File: src/sv/rtd_pkg.sv
package rtd_pkg;

    localparam int OFS_W = 6;
    localparam int CNT_W = 7;
    localparam int BYTE_W = 8;
    localparam int QUEUE_DEPTH_DEF = 4;
    localparam int PADDR_W = 3;
    localparam int PDATA_W = 32;

    localparam logic [BYTE_W-1:0] CODE_RUN = 8'h31;
    localparam logic [BYTE_W-1:0] CODE_END = 8'h0A;
    localparam logic [BYTE_W-1:0] DIGIT_0 = 8'h30;
    localparam logic [BYTE_W-1:0] DIGIT_9 = 8'h39;

    localparam logic [OFS_W-1:0] RUN_OFFSET_RST = 6'd3;
    localparam logic [OFS_W-1:0] LIT_OFFSET_RST = 6'd1;

    // Register index taken from paddr[2].
    localparam logic REG_RUN_OFFSET = 1'b0;
    localparam logic REG_LIT_OFFSET = 1'b1;

    // One unit of work for the back end: emit data count times, with the
    // end-of-member flag on every copy.
    typedef struct packed {
        logic [BYTE_W-1:0] data;
        logic [CNT_W-1:0]  count;
        logic              eom;
    } t_cmd;

    function automatic logic [3:0] count_digit(input logic [BYTE_W-1:0] b);
        logic [3:0] d;
        d = 4'd0;
        if (b inside {[DIGIT_0:DIGIT_9]}) begin
            d = b[3:0];
        end
        return d;
    endfunction

endpackage

File: src/sv/rtd_front.sv
module rtd_front (
    input  logic                          i_clk,
    input  logic                          i_rst_n,
    input  logic                          i_accept,
    input  logic [rtd_pkg::BYTE_W-1:0]    i_byte,
    input  logic [rtd_pkg::OFS_W-1:0]     i_run_offset,
    input  logic [rtd_pkg::OFS_W-1:0]     i_lit_offset,
    output logic                          o_push,
    output rtd_pkg::t_cmd                 o_cmd
);

    typedef enum logic [4:0] {
        PH_CODE      = 5'b00001,
        PH_RUN_COUNT = 5'b00010,
        PH_RUN_SYM   = 5'b00100,
        PH_LIT_COUNT = 5'b01000,
        PH_LIT_DATA  = 5'b10000
    } t_phase;

    t_phase                     r_phase, n_phase;
    logic [rtd_pkg::CNT_W-1:0]  r_rem, n_rem;
    logic [rtd_pkg::CNT_W-1:0]  w_digit;
    logic [rtd_pkg::CNT_W-1:0]  w_run_len;
    logic [rtd_pkg::CNT_W-1:0]  w_lit_len;

    assign w_digit   = {3'b000, rtd_pkg::count_digit(i_byte)};
    assign w_run_len = w_digit + {1'b0, i_run_offset};
    assign w_lit_len = w_digit + {1'b0, i_lit_offset};

    always_comb begin
        n_phase = r_phase;
        n_rem   = r_rem;
        o_push  = 1'b0;
        o_cmd   = '{data: i_byte, count: rtd_pkg::CNT_W'(1), eom: 1'b0};
        if (i_accept) begin
            case (r_phase)
                PH_RUN_COUNT: begin
                    n_rem   = w_run_len;
                    n_phase = PH_RUN_SYM;
                end
                PH_RUN_SYM: begin
                    o_push    = (r_rem != '0);
                    o_cmd.count = r_rem;
                    n_rem     = '0;
                    n_phase   = PH_CODE;
                end
                PH_LIT_COUNT: begin
                    n_rem   = w_lit_len;
                    n_phase = (w_lit_len == '0) ? PH_CODE : PH_LIT_DATA;
                end
                PH_LIT_DATA: begin
                    o_push = 1'b1;
                    n_rem  = r_rem - rtd_pkg::CNT_W'(1);
                    if (r_rem == rtd_pkg::CNT_W'(1)) begin
                        n_phase = PH_CODE;
                    end
                end
                default: begin
                    n_rem = '0;
                    if (i_byte == rtd_pkg::CODE_END) begin
                        o_push     = 1'b1;
                        o_cmd.data = '0;
                        o_cmd.eom  = 1'b1;
                        n_phase    = PH_CODE;
                    end else if (i_byte == rtd_pkg::CODE_RUN) begin
                        n_phase = PH_RUN_COUNT;
                    end else begin
                        n_phase = PH_LIT_COUNT;
                    end
                end
            endcase
        end
    end

    always_ff @(posedge i_clk) begin
        if (!i_rst_n) begin
            r_phase <= PH_CODE;
            r_rem   <= '0;
        end else begin
            r_phase <= n_phase;
            r_rem   <= n_rem;
        end
    end

endmodule

File: src/sv/rtd_queue.sv
module rtd_queue #(
    parameter int DEPTH = rtd_pkg::QUEUE_DEPTH_DEF
) (
    input  logic           i_clk,
    input  logic           i_rst_n,
    input  logic           i_push,
    input  rtd_pkg::t_cmd  i_cmd,
    input  logic           i_pop,
    output logic           o_full,
    output logic           o_empty,
    output rtd_pkg::t_cmd  o_cmd
);

    localparam int PTR_W = (DEPTH > 1) ? $clog2(DEPTH) : 1;
    localparam int CNT_W = $clog2(DEPTH + 1);

    rtd_pkg::t_cmd     r_mem [DEPTH];
    logic [PTR_W-1:0]  r_wr_ptr, r_rd_ptr;
    logic [CNT_W-1:0]  r_count;
    logic              w_wr, w_rd;

    assign o_full  = (r_count == CNT_W'(DEPTH));
    assign o_empty = (r_count == '0);
    assign o_cmd   = r_mem[r_rd_ptr];
    assign w_wr    = i_push && !o_full;
    assign w_rd    = i_pop && !o_empty;

    function automatic logic [PTR_W-1:0] ptr_inc(input logic [PTR_W-1:0] p);
        logic [PTR_W-1:0] q;
        q = (p == PTR_W'(DEPTH - 1)) ? '0 : p + PTR_W'(1);
        return q;
    endfunction

    always_ff @(posedge i_clk) begin
        if (w_wr) begin
            r_mem[r_wr_ptr] <= i_cmd;
        end
    end

    always_ff @(posedge i_clk) begin
        if (!i_rst_n) begin
            r_wr_ptr <= '0;
            r_rd_ptr <= '0;
            r_count  <= '0;
        end else begin
            if (w_wr) begin
                r_wr_ptr <= ptr_inc(r_wr_ptr);
            end
            if (w_rd) begin
                r_rd_ptr <= ptr_inc(r_rd_ptr);
            end
            if (w_wr && !w_rd) begin
                r_count <= r_count + CNT_W'(1);
            end else if (w_rd && !w_wr) begin
                r_count <= r_count - CNT_W'(1);
            end
        end
    end

endmodule

File: src/sv/rtd_back.sv
module rtd_back (
    input  logic                        i_clk,
    input  logic                        i_rst_n,
    input  logic                        i_empty,
    input  rtd_pkg::t_cmd               i_cmd,
    output logic                        o_pop,
    output logic                        o_out_valid,
    input  logic                        i_out_ready,
    output logic [rtd_pkg::BYTE_W-1:0]  o_out_byte,
    output logic                        o_last_of_run,
    output logic                        o_end_of_member
);

    logic                        r_valid;
    logic [rtd_pkg::BYTE_W-1:0]  r_byte;
    logic                        r_last;
    logic                        r_eom;
    logic [rtd_pkg::BYTE_W-1:0]  r_data;
    logic [rtd_pkg::CNT_W-1:0]   r_left;
    logic                        w_free;

    // The output slot can take a new result when empty or being drained.
    assign w_free = !r_valid || i_out_ready;
    assign o_pop  = w_free && (r_left == '0) && !i_empty;

    assign o_out_valid     = r_valid;
    assign o_out_byte      = r_byte;
    assign o_last_of_run   = r_last;
    assign o_end_of_member = r_eom;

    always_ff @(posedge i_clk) begin
        if (!i_rst_n) begin
            r_valid <= 1'b0;
            r_left  <= '0;
        end else if (w_free) begin
            if (r_left != '0) begin
                r_valid <= 1'b1;
                r_left  <= r_left - rtd_pkg::CNT_W'(1);
            end else if (!i_empty) begin
                r_valid <= 1'b1;
                r_left  <= i_cmd.count - rtd_pkg::CNT_W'(1);
            end else begin
                r_valid <= 1'b0;
            end
        end
    end

    always_ff @(posedge i_clk) begin
        if (w_free) begin
            if (r_left != '0) begin
                r_byte <= r_data;
                r_last <= (r_left == rtd_pkg::CNT_W'(1));
            end else if (!i_empty) begin
                r_byte <= i_cmd.data;
                r_data <= i_cmd.data;
                r_last <= (i_cmd.count == rtd_pkg::CNT_W'(1));
                r_eom  <= i_cmd.eom;
            end
        end
    end

endmodule

File: src/sv/rle_token_decoder.sv
// A result reaches the output through the command queue and then the output register.
// Throughput: one archive byte per cycle while the command queue has room, and one result
// per cycle while the receiver is ready; a run keeps the back end busy until all copies go.
// Reset (synchronous, active low) returns the parser to the code position, empties the
// queue and the output slot, and sets run_offset to 3 and literal_offset to 1.
module rle_token_decoder #(
    parameter int QUEUE_DEPTH = rtd_pkg::QUEUE_DEPTH_DEF
) (
    input  logic                          i_clk,
    input  logic                          i_rst_n,
    // Archive byte stream.
    input  logic                          i_in_valid,
    output logic                          o_in_ready,
    input  logic [rtd_pkg::BYTE_W-1:0]    i_archive_byte,
    // Decoded results.
    output logic                          o_out_valid,
    input  logic                          i_out_ready,
    output logic [rtd_pkg::BYTE_W-1:0]    o_out_byte,
    output logic                          o_last_of_run,
    output logic                          o_end_of_member,
    // Register port.
    input  logic                          psel,
    input  logic                          penable,
    input  logic                          pwrite,
    input  logic [rtd_pkg::PADDR_W-1:0]   paddr,
    input  logic [rtd_pkg::PDATA_W-1:0]   pwdata,
    output logic [rtd_pkg::PDATA_W-1:0]   prdata,
    output logic                          pready
);

    logic [rtd_pkg::OFS_W-1:0]  r_run_offset;
    logic [rtd_pkg::OFS_W-1:0]  r_lit_offset;
    logic                       w_in_accept;
    logic                       w_push;
    logic                       w_pop;
    logic                       w_full;
    logic                       w_empty;
    rtd_pkg::t_cmd              w_push_cmd;
    rtd_pkg::t_cmd              w_head_cmd;

    // The register port never inserts wait states. Registers sit at byte
    // addresses 0 and 4, so bit 2 of the address selects between them.
    assign pready = 1'b1;

    always_ff @(posedge i_clk) begin
        if (!i_rst_n) begin
            r_run_offset <= rtd_pkg::RUN_OFFSET_RST;
            r_lit_offset <= rtd_pkg::LIT_OFFSET_RST;
        end else if (psel && penable && pwrite && pready) begin
            if (paddr[2] == rtd_pkg::REG_RUN_OFFSET) begin
                r_run_offset <= pwdata[rtd_pkg::OFS_W-1:0];
            end else begin
                r_lit_offset <= pwdata[rtd_pkg::OFS_W-1:0];
            end
        end
    end

    always_comb begin
        prdata = '0;
        if (paddr[2] == rtd_pkg::REG_LIT_OFFSET) begin
            prdata[rtd_pkg::OFS_W-1:0] = r_lit_offset;
        end else begin
            prdata[rtd_pkg::OFS_W-1:0] = r_run_offset;
        end
    end

    // The front end takes a byte whenever the queue has a free entry. Each
    // transfer pushes at most one command, so this alone keeps the queue
    // from overflowing; bytes that push nothing are also held while it is full.
    assign o_in_ready  = !w_full;
    assign w_in_accept = i_in_valid && o_in_ready;

    // Front end: walks the token grammar (code, count, symbol or literal
    // data) and turns each data-producing byte and each end code into a command.
    rtd_front u_front (
        .i_clk        (i_clk),
        .i_rst_n      (i_rst_n),
        .i_accept     (w_in_accept),
        .i_byte       (i_archive_byte),
        .i_run_offset (r_run_offset),
        .i_lit_offset (r_lit_offset),
        .o_push       (w_push),
        .o_cmd        (w_push_cmd)
    );

    // Short command queue that decouples parsing from run expansion.
    rtd_queue #(
        .DEPTH (QUEUE_DEPTH)
    ) u_queue (
        .i_clk   (i_clk),
        .i_rst_n (i_rst_n),
        .i_push  (w_push),
        .i_cmd   (w_push_cmd),
        .i_pop   (w_pop),
        .o_full  (w_full),
        .o_empty (w_empty),
        .o_cmd   (w_head_cmd)
    );

    // Back end: expands each command into its copies, one per cycle while the
    // receiver is ready, and holds each result in the output register until its transfer.
    rtd_back u_back (
        .i_clk           (i_clk),
        .i_rst_n         (i_rst_n),
        .i_empty         (w_empty),
        .i_cmd           (w_head_cmd),
        .o_pop           (w_pop),
        .o_out_valid     (o_out_valid),
        .i_out_ready     (i_out_ready),
        .o_out_byte      (o_out_byte),
        .o_last_of_run   (o_last_of_run),
        .o_end_of_member (o_end_of_member)
    );

endmodule
File: config.mk
export PLATFORM = sky130hd
export DESIGN_NAME = rle_token_decoder
export DESIGN_NICKNAME = d
export VERILOG_FILES = /design/src/sv/rtd_pkg.sv /design/src/sv/rtd_front.sv /design/src/sv/rtd_queue.sv /design/src/sv/rtd_back.sv /design/src/sv/rle_token_decoder.sv
export SDC_FILE = /design/constraint.sdc
export NUM_CORES = 1
export LEC_CHECK = 0
export ABC_AREA = 1
export BUFFER_PORTS_ARGS = -buffer_cell sky130_fd_sc_hd__buf_2
export CORE_UTILIZATION = 64
export CTS_BUF_LIST = sky130_fd_sc_hd__clkbuf_4
export CTS_CLUSTER_DIAMETER = 50
export DETAILED_ROUTE_END_ITERATION = 12
export GPL_TIMING_DRIVEN = 0
export MAX_ROUTING_LAYER = met4
export PLACE_DENSITY_LB_ADDON = 0.3
export SLEW_MARGIN = 25
export SYNTH_ARGS = -nofsm -noshare
export SYNTH_HDL_FRONTEND = slang
export SYNTH_SLANG_ARGS = --single-unit
export TNS_END_PERCENT = 30
File: constraint.sdc
create_clock -name i_clk -period 6.26 [get_ports i_clk]
set_clock_uncertainty 0.1 [all_clocks]
set_input_delay 1.252 -clock i_clk [delete_from_list [all_inputs] [get_ports i_clk]]
set_output_delay 1.252 -clock i_clk [all_outputs]
set_load 0.02 [all_outputs]
-- After elaboration in Yosys (flattened, before gate mapping)
Memories as Yosys holds them, arrays and structs flattened. A register that Yosys moved wholly into a read port is not among the register bits.
Cells that the tools add are included.
- flip-flop bits (word level): 57
- bits in writable memories: 64
- bits of input ports: 50
- output and inout bits: 45
- memories: 1
- memories (name ; depth ; bits a word ; read ports ; clocked after Yosys merged registers in ; wr ports ; RTL line ; RTL):
    u_queue.r_mem ; 4 ; 16 ; 1 ; 1 ; 1 ; rtd_queue.sv:17 ; rtd_pkg::t_cmd r_mem [DEPTH];
- add/subtract/negate cells: 9
- magnitude comparators: 2
- eq/ne operators: 14
- multiplexer cells: 32
- bitwise gates (word level): 3
- reduce and logical (&&, ||, !) cells: 29
- operator list (kind ; number):
    $mux 8 ; 4
    $eq 7x1->1 const B ; 3
    $mux 7 ; 3
    $pmux 7 s3 ; 1
    $sub 7x1->7 const B ; 3
    $pmux 5 s4 ; 1
    $mux 16 ; 1
    $mux 5 ; 3
    $add 4x6->7 ; 2
    $logic_not 7->1 ; 2
    $reduce_bool 7->1 ; 2
    $logic_and 1x1->1 ; 10
    $mux 1 ; 9
    $eq 8x4->1 const B ; 1
    $eq 8x6->1 const B ; 1
    $ge 8x6->1 const B ; 1
    $le 8x6->1 const B ; 1
    $mux 2 ; 4
    $mux 4 ; 2
    $reduce_and 2->1 ; 4
    $mux 3 ; 2
    $mux 6 ; 1
    $eq 5x2->1 const B ; 1
    $eq 5x3->1 const B ; 1
    other kinds (18) ; 26

-- Longest topological paths before layout
- word-level depth: 9
- gate-level depth with buffers: 20
- mapped depth without buffers: 20

-- Hierarchy
Synthesis repeated with hierarchy kept, for this count alone.
- cells, all modules: 758
- area, all modules: 6501.2 sq um
- modules (own cells, without submodules) (module ; times used ; cells each ; area an instance (sq um) ; sequential area each (sq um)):
    rtd_queue ; 1 ; 226 ; 2855.2 ; 2102.0
    rtd_front ; 1 ; 251 ; 1478.9 ; 240.2
    rtd_back ; 1 ; 158 ; 1373.8 ; 700.7
    rle_token_decoder ; 1 ; 123 ; 793.3 ; 240.2

-- Worst setup path after synthesis
Ideal clock, no wire load.
- kind: input -> register
- start: input i_archive_byte[7] (netlist bit)
- end: register u_front.r_phase[0]
- arrival: 3.399 ns
- slack: 2.703 ns
- stages: 19
- path buffers: 0
- cells stage by stage: nor2_1 -> nand3_1 -> inv_1 -> nand3_1 -> a22o_1 -> nor2_1 -> ha_1 -> inv_1 -> fa_1 -> inv_1 -> nor2_1 -> nand2_1 -> nor2_1 -> nand2_1 -> nor2_1 -> nand3_1 -> nand3_1 -> nand2_1 -> nand2_1
- word-level cells in the longest chain between the ends: 7
- RTL lines (item ; RTL line ; RTL):
    from (decl) ; rle_token_decoder.sv:14 ; input logic [rtd_pkg::BYTE_W-1:0] i_archive_byte,
    $ge 8x6->1 / $le 8x6->1 (equally long branches) ; rtd_pkg.sv:33 ; if (b inside {[DIGIT_0:DIGIT_9]}) begin
    $logic_and 1x1->1 ; rtd_pkg.sv:33 ;
    $mux 4 ; rtd_pkg.sv:33 ;
    $add 4x6->7 ; rtd_front.sv:28 ; assign w_lit_len = w_digit + {1'b0, i_lit_offset};
    $logic_not 7->1 ; rtd_front.sv:49 ; n_phase = (w_lit_len == '0) ? PH_CODE : PH_LIT_DATA;
    $mux 5 ; rtd_front.sv:49 ;
    $pmux 5 s4 * ; rtd_front.sv:36 ; case (r_phase)
    to (signal assigned) ; rtd_front.sv:80 ; r_phase <= n_phase;
    to (decl) ; rtd_front.sv:20 ; t_phase r_phase, n_phase;
Every way passes the cells marked *; elsewhere a longest branch is shown, timed or not.
A chain may end at the register's enable or synchronous reset.

-- Worst setup path in the final report
Ends and elaborated chain as after synthesis.

==> results_dict.tcl <==
set metrics [dict create \
    synth_top_cell_area_share 0.394 \
    grt.met1_usage 0.346 \
    path_cells "buf_2, nor2_1, nand3_1, inv_1, nand3_1, a22o_1, nor2_1, ha_1, inv_1, fa_1, xor2_1, nand2_1, nor2_1, nand2_1, nor2_1, nand3_1, nand3_1, nand2_1, nand2_1" \
    cts-root-to-sink-buffers 2 \
    setup-violations-final 0 \
    post-synth-top-area-cell "edfxtp_1" \
    endpoint_kind "flip-flop" \
    worst_hold_slack_ns 0.378 \
    post_cts_buffers 0 \
    setup_tns_ns 0 \
    crit_path_max_incr_delay_ns 0.41 \
    yosys-top-cells-count "nand2_1, nor2_1, edfxtp_1, inv_1, o21ai_0" \
    critical_path.max_fanout 5 \
    synth.yosys.seq_area_share 0.526 \
    coreArea_mm2 0.00933 \
    drt_pass1_iterations 6 \
    reg2reg_setup_slack_ns 3.51 \
    port-buffer-count 39 \
    route.detailed.drc 0 \
    timing.fmax_ghz 0.265 \
    cellLeakagePower_nw 3.08 \
    post_route_cells_drive_above_1_share 0.169 \
    syn-mean-instance-area_um2 8.74 \
    worst_setup_path_endpoint "u_front.r_phase[0]" \
    cts_tree "built" \
    flip_flop_cell_with_the_highest_count_after_synthesis "edfxtp_1" \
    die_y_um 101 \
    synth.ff_latch_count 123 \
    cp_top_family "simple AND/OR/NAND/NOR gates" \
    syn-instance-count 715 \
    yosysUniqueCellTypes 39 \
    synth_edf_count 82 \
    maximum_number_of_pins_on_one_net_before_global_route_repair 17 \
    initial_core_util 0.670 \
    total_of_cells_resized_after_clock_tree_synthesis 0 \
    skew_pair_late_insertion_delay_ns 0.55 \
    place.detailed.instances 912 \
    gr-total-overflow 0 \
    floorplan.rows 35 \
    timing.critical_path.required_ns 6.66 \
    ioPinCount 95 \
    tot_gr_track_use 0.291 \
    nets 876 \
    timing.rr.start "u_back.r_left[0]" \
    fillerInstances 663 \
    grt_first_pass_wirelength_mm 21.8 \
    antennaDiodeCount 0 \
    die_area_mm2 0.0102 \
    cap_viol_max_count 0 \
    power.density_cell_area_mw_per_mm2 361 \
    timing.final.crit_period_ns 3.77 \
    r2r-end "u_queue.r_count[2]" \
    crit_arrival_ns 4.17 \
    hold_viol 0 \
    synthMostInstantiatedCell "nand2_1" \
    timing_worst_setup_path_type "in2reg" \
    grt-busiest-layer "met2" \
    outcome "finished, final reports clean" \
    routabilityCongestion 0.955 \
    finalPower_mw 2.54 \
    critical_path.startpoint_type "primary input" \
    finalCritPeriodShare 0.602 \
    vias_in_the_first_global_route 4846 \
    worst_r2r_path_depth 16 \
    hold_class "reg2reg" \
    slew_viol_final 0 \
    die-width_um 101 \
    non_filler_instances 944 \
    syn_to_final_growth_pct 12.7 \
    cts.reportedPaths.clkPinSlew_ns 0.13 \
    antenna_violation_net_count_after_detailed_routing 0 \
    async_reset_ff_frac 0 \
    slew_headroom 0.597 \
    drt_first_iter_violations 327 \
    ratio_of_routed_vias_to_standard_cells 5.42 \
    final_core_utilization 0.755 \
    hold-path-cell-count 2 \
    global_route.usage.met3 0.0534 \
    critical_path_buffers_and_inverters 3 \
    vias 5114 \
    rsz0062_at_grt "no" \
    wirelength_mm 13.3 \
    met2_usage 0.483 \
    mappedNetlistArea_mm2 0.00625 \
    cts_num_sinks 123 \
    worst_pin_slew_ns 0.605 \
    vdd_drop_max_mv 0.166 \
    synthTopCellsByArea "edfxtp_1, dfxtp_1, nand2_1" \
    worst-path-stages 19 \
    yosysWarnings 0 \
    dpl.hpwl_mm 9.86 \
    holdBufCountCts 0 \
    clock_tree.root_cell "clkbuf_4" \
    ctsHtreeMaxLevel 4 \
    antenna_found_initial 0 \
    cts_buffers 17 \
    slowest_library_cell_on_the_worst_path "fa_1" \
    wire_per_inst_um 14.0 \
    worstSetupStartpoint "i_archive_byte[7]" \
]
stage by stage:
step	worst slack (ns)	cell area, um^2
floorplan	2.70	6340
global placement	2.12	6700
detailed placement	2.00	6770
CTS	2.58	7040
global route	2.37	7040
finish	2.49	7040
worst min-delay path by stage:
| stage | start | endpoint | slack, ns |
|---|---|---|---|
| after floorplan | u_front.r_rem[6] | u_front.r_rem[6] | 0.35 |
| after global placement | u_front.r_rem[6] | u_front.r_rem[6] | 0.36 |
| after detailed placement | u_front.r_rem[6] | u_front.r_rem[6] | 0.36 |
| after CTS | u_front.r_rem[6] | u_front.r_rem[6] | 0.38 |
| after global routing | u_front.r_rem[6] | u_front.r_rem[6] | 0.41 |
| final | u_front.r_rem[6] | u_front.r_rem[6] | 0.38 |
kinds of logic (layout without fill, tap and decap cells):
family	count (synthesis)	after routing	share of synthesized area
flops	123	123	0.526
compound gates	113	113	0.0977
buf+inv	130	205	0.0983
other cells	2	27	0.00120
xor+xnor	5	5	0.00701
simple gates	318	318	0.219
fa+ha+maj	24	24	0.0517
cell usage in the layout (no fill, tap or decap), types with 21 or more instances in the layout:
cell type	instances
dfxtp_1	41
ha_1	21
conb_1	27
buf_2	44
o21ai_0	54
edfxtp_1	82
buf_4	30
nor2_1	79
nand2_1	147
inv_1	74
nand3_1	52
a21oi_1	35
tightest hold or removal path: stages (launching register included):
cell,delay [ns]
dfxtp_1,0.33
nand2_1,0.06
a21oi_1,0.05
final cells by class:
class	instances	area (um^2)	area share
timing repair buffer	43	255	0.0362
multi-input combinational	487	2450	0.348
sequential	123	3280	0.466
buffer	48	307	0.0435
inverter	82	308	0.0437
clock inverter	15	146	0.0208
tap	129	161	0.0229
clock buffer	17	128	0.0181
flip-flops by register name (all words and copies together), names as in the netlist, named ones only:
name and flops:
u_back.o_out_valid 1, u_queue.r_mem 64, u_back.o_end_of_member 1, u_back.r_left 7
u_back.o_last_of_run 1, u_back.o_out_byte 8, u_queue.r_count 3, u_back.r_data 8
u_front.r_phase 5, r_lit_offset 6, u_queue.r_wr_ptr 2, r_run_offset 6
u_queue.r_rd_ptr 2, u_front.r_rem 7
layer usage:
layer,vias up,share of wire,wire length (um)
met1,2337,0.41,5410
met2,230,0.50,6570
li1,2510,-,-
met3,37,0.073,971
met4,0,0.023,303
met5,-,0,0
power by group:
part / switching [mW] / leakage (nW) / total, mW / internal (mW)
clock: 0.362 / 0.147 / 0.542 / 0.180
combinational: 0.626 / 1.89 / 0.923 / 0.297
sequential: 0.0616 / 1.04 / 1.08 / 1.01
Note: power is estimated with default switching activity, not from simulation.
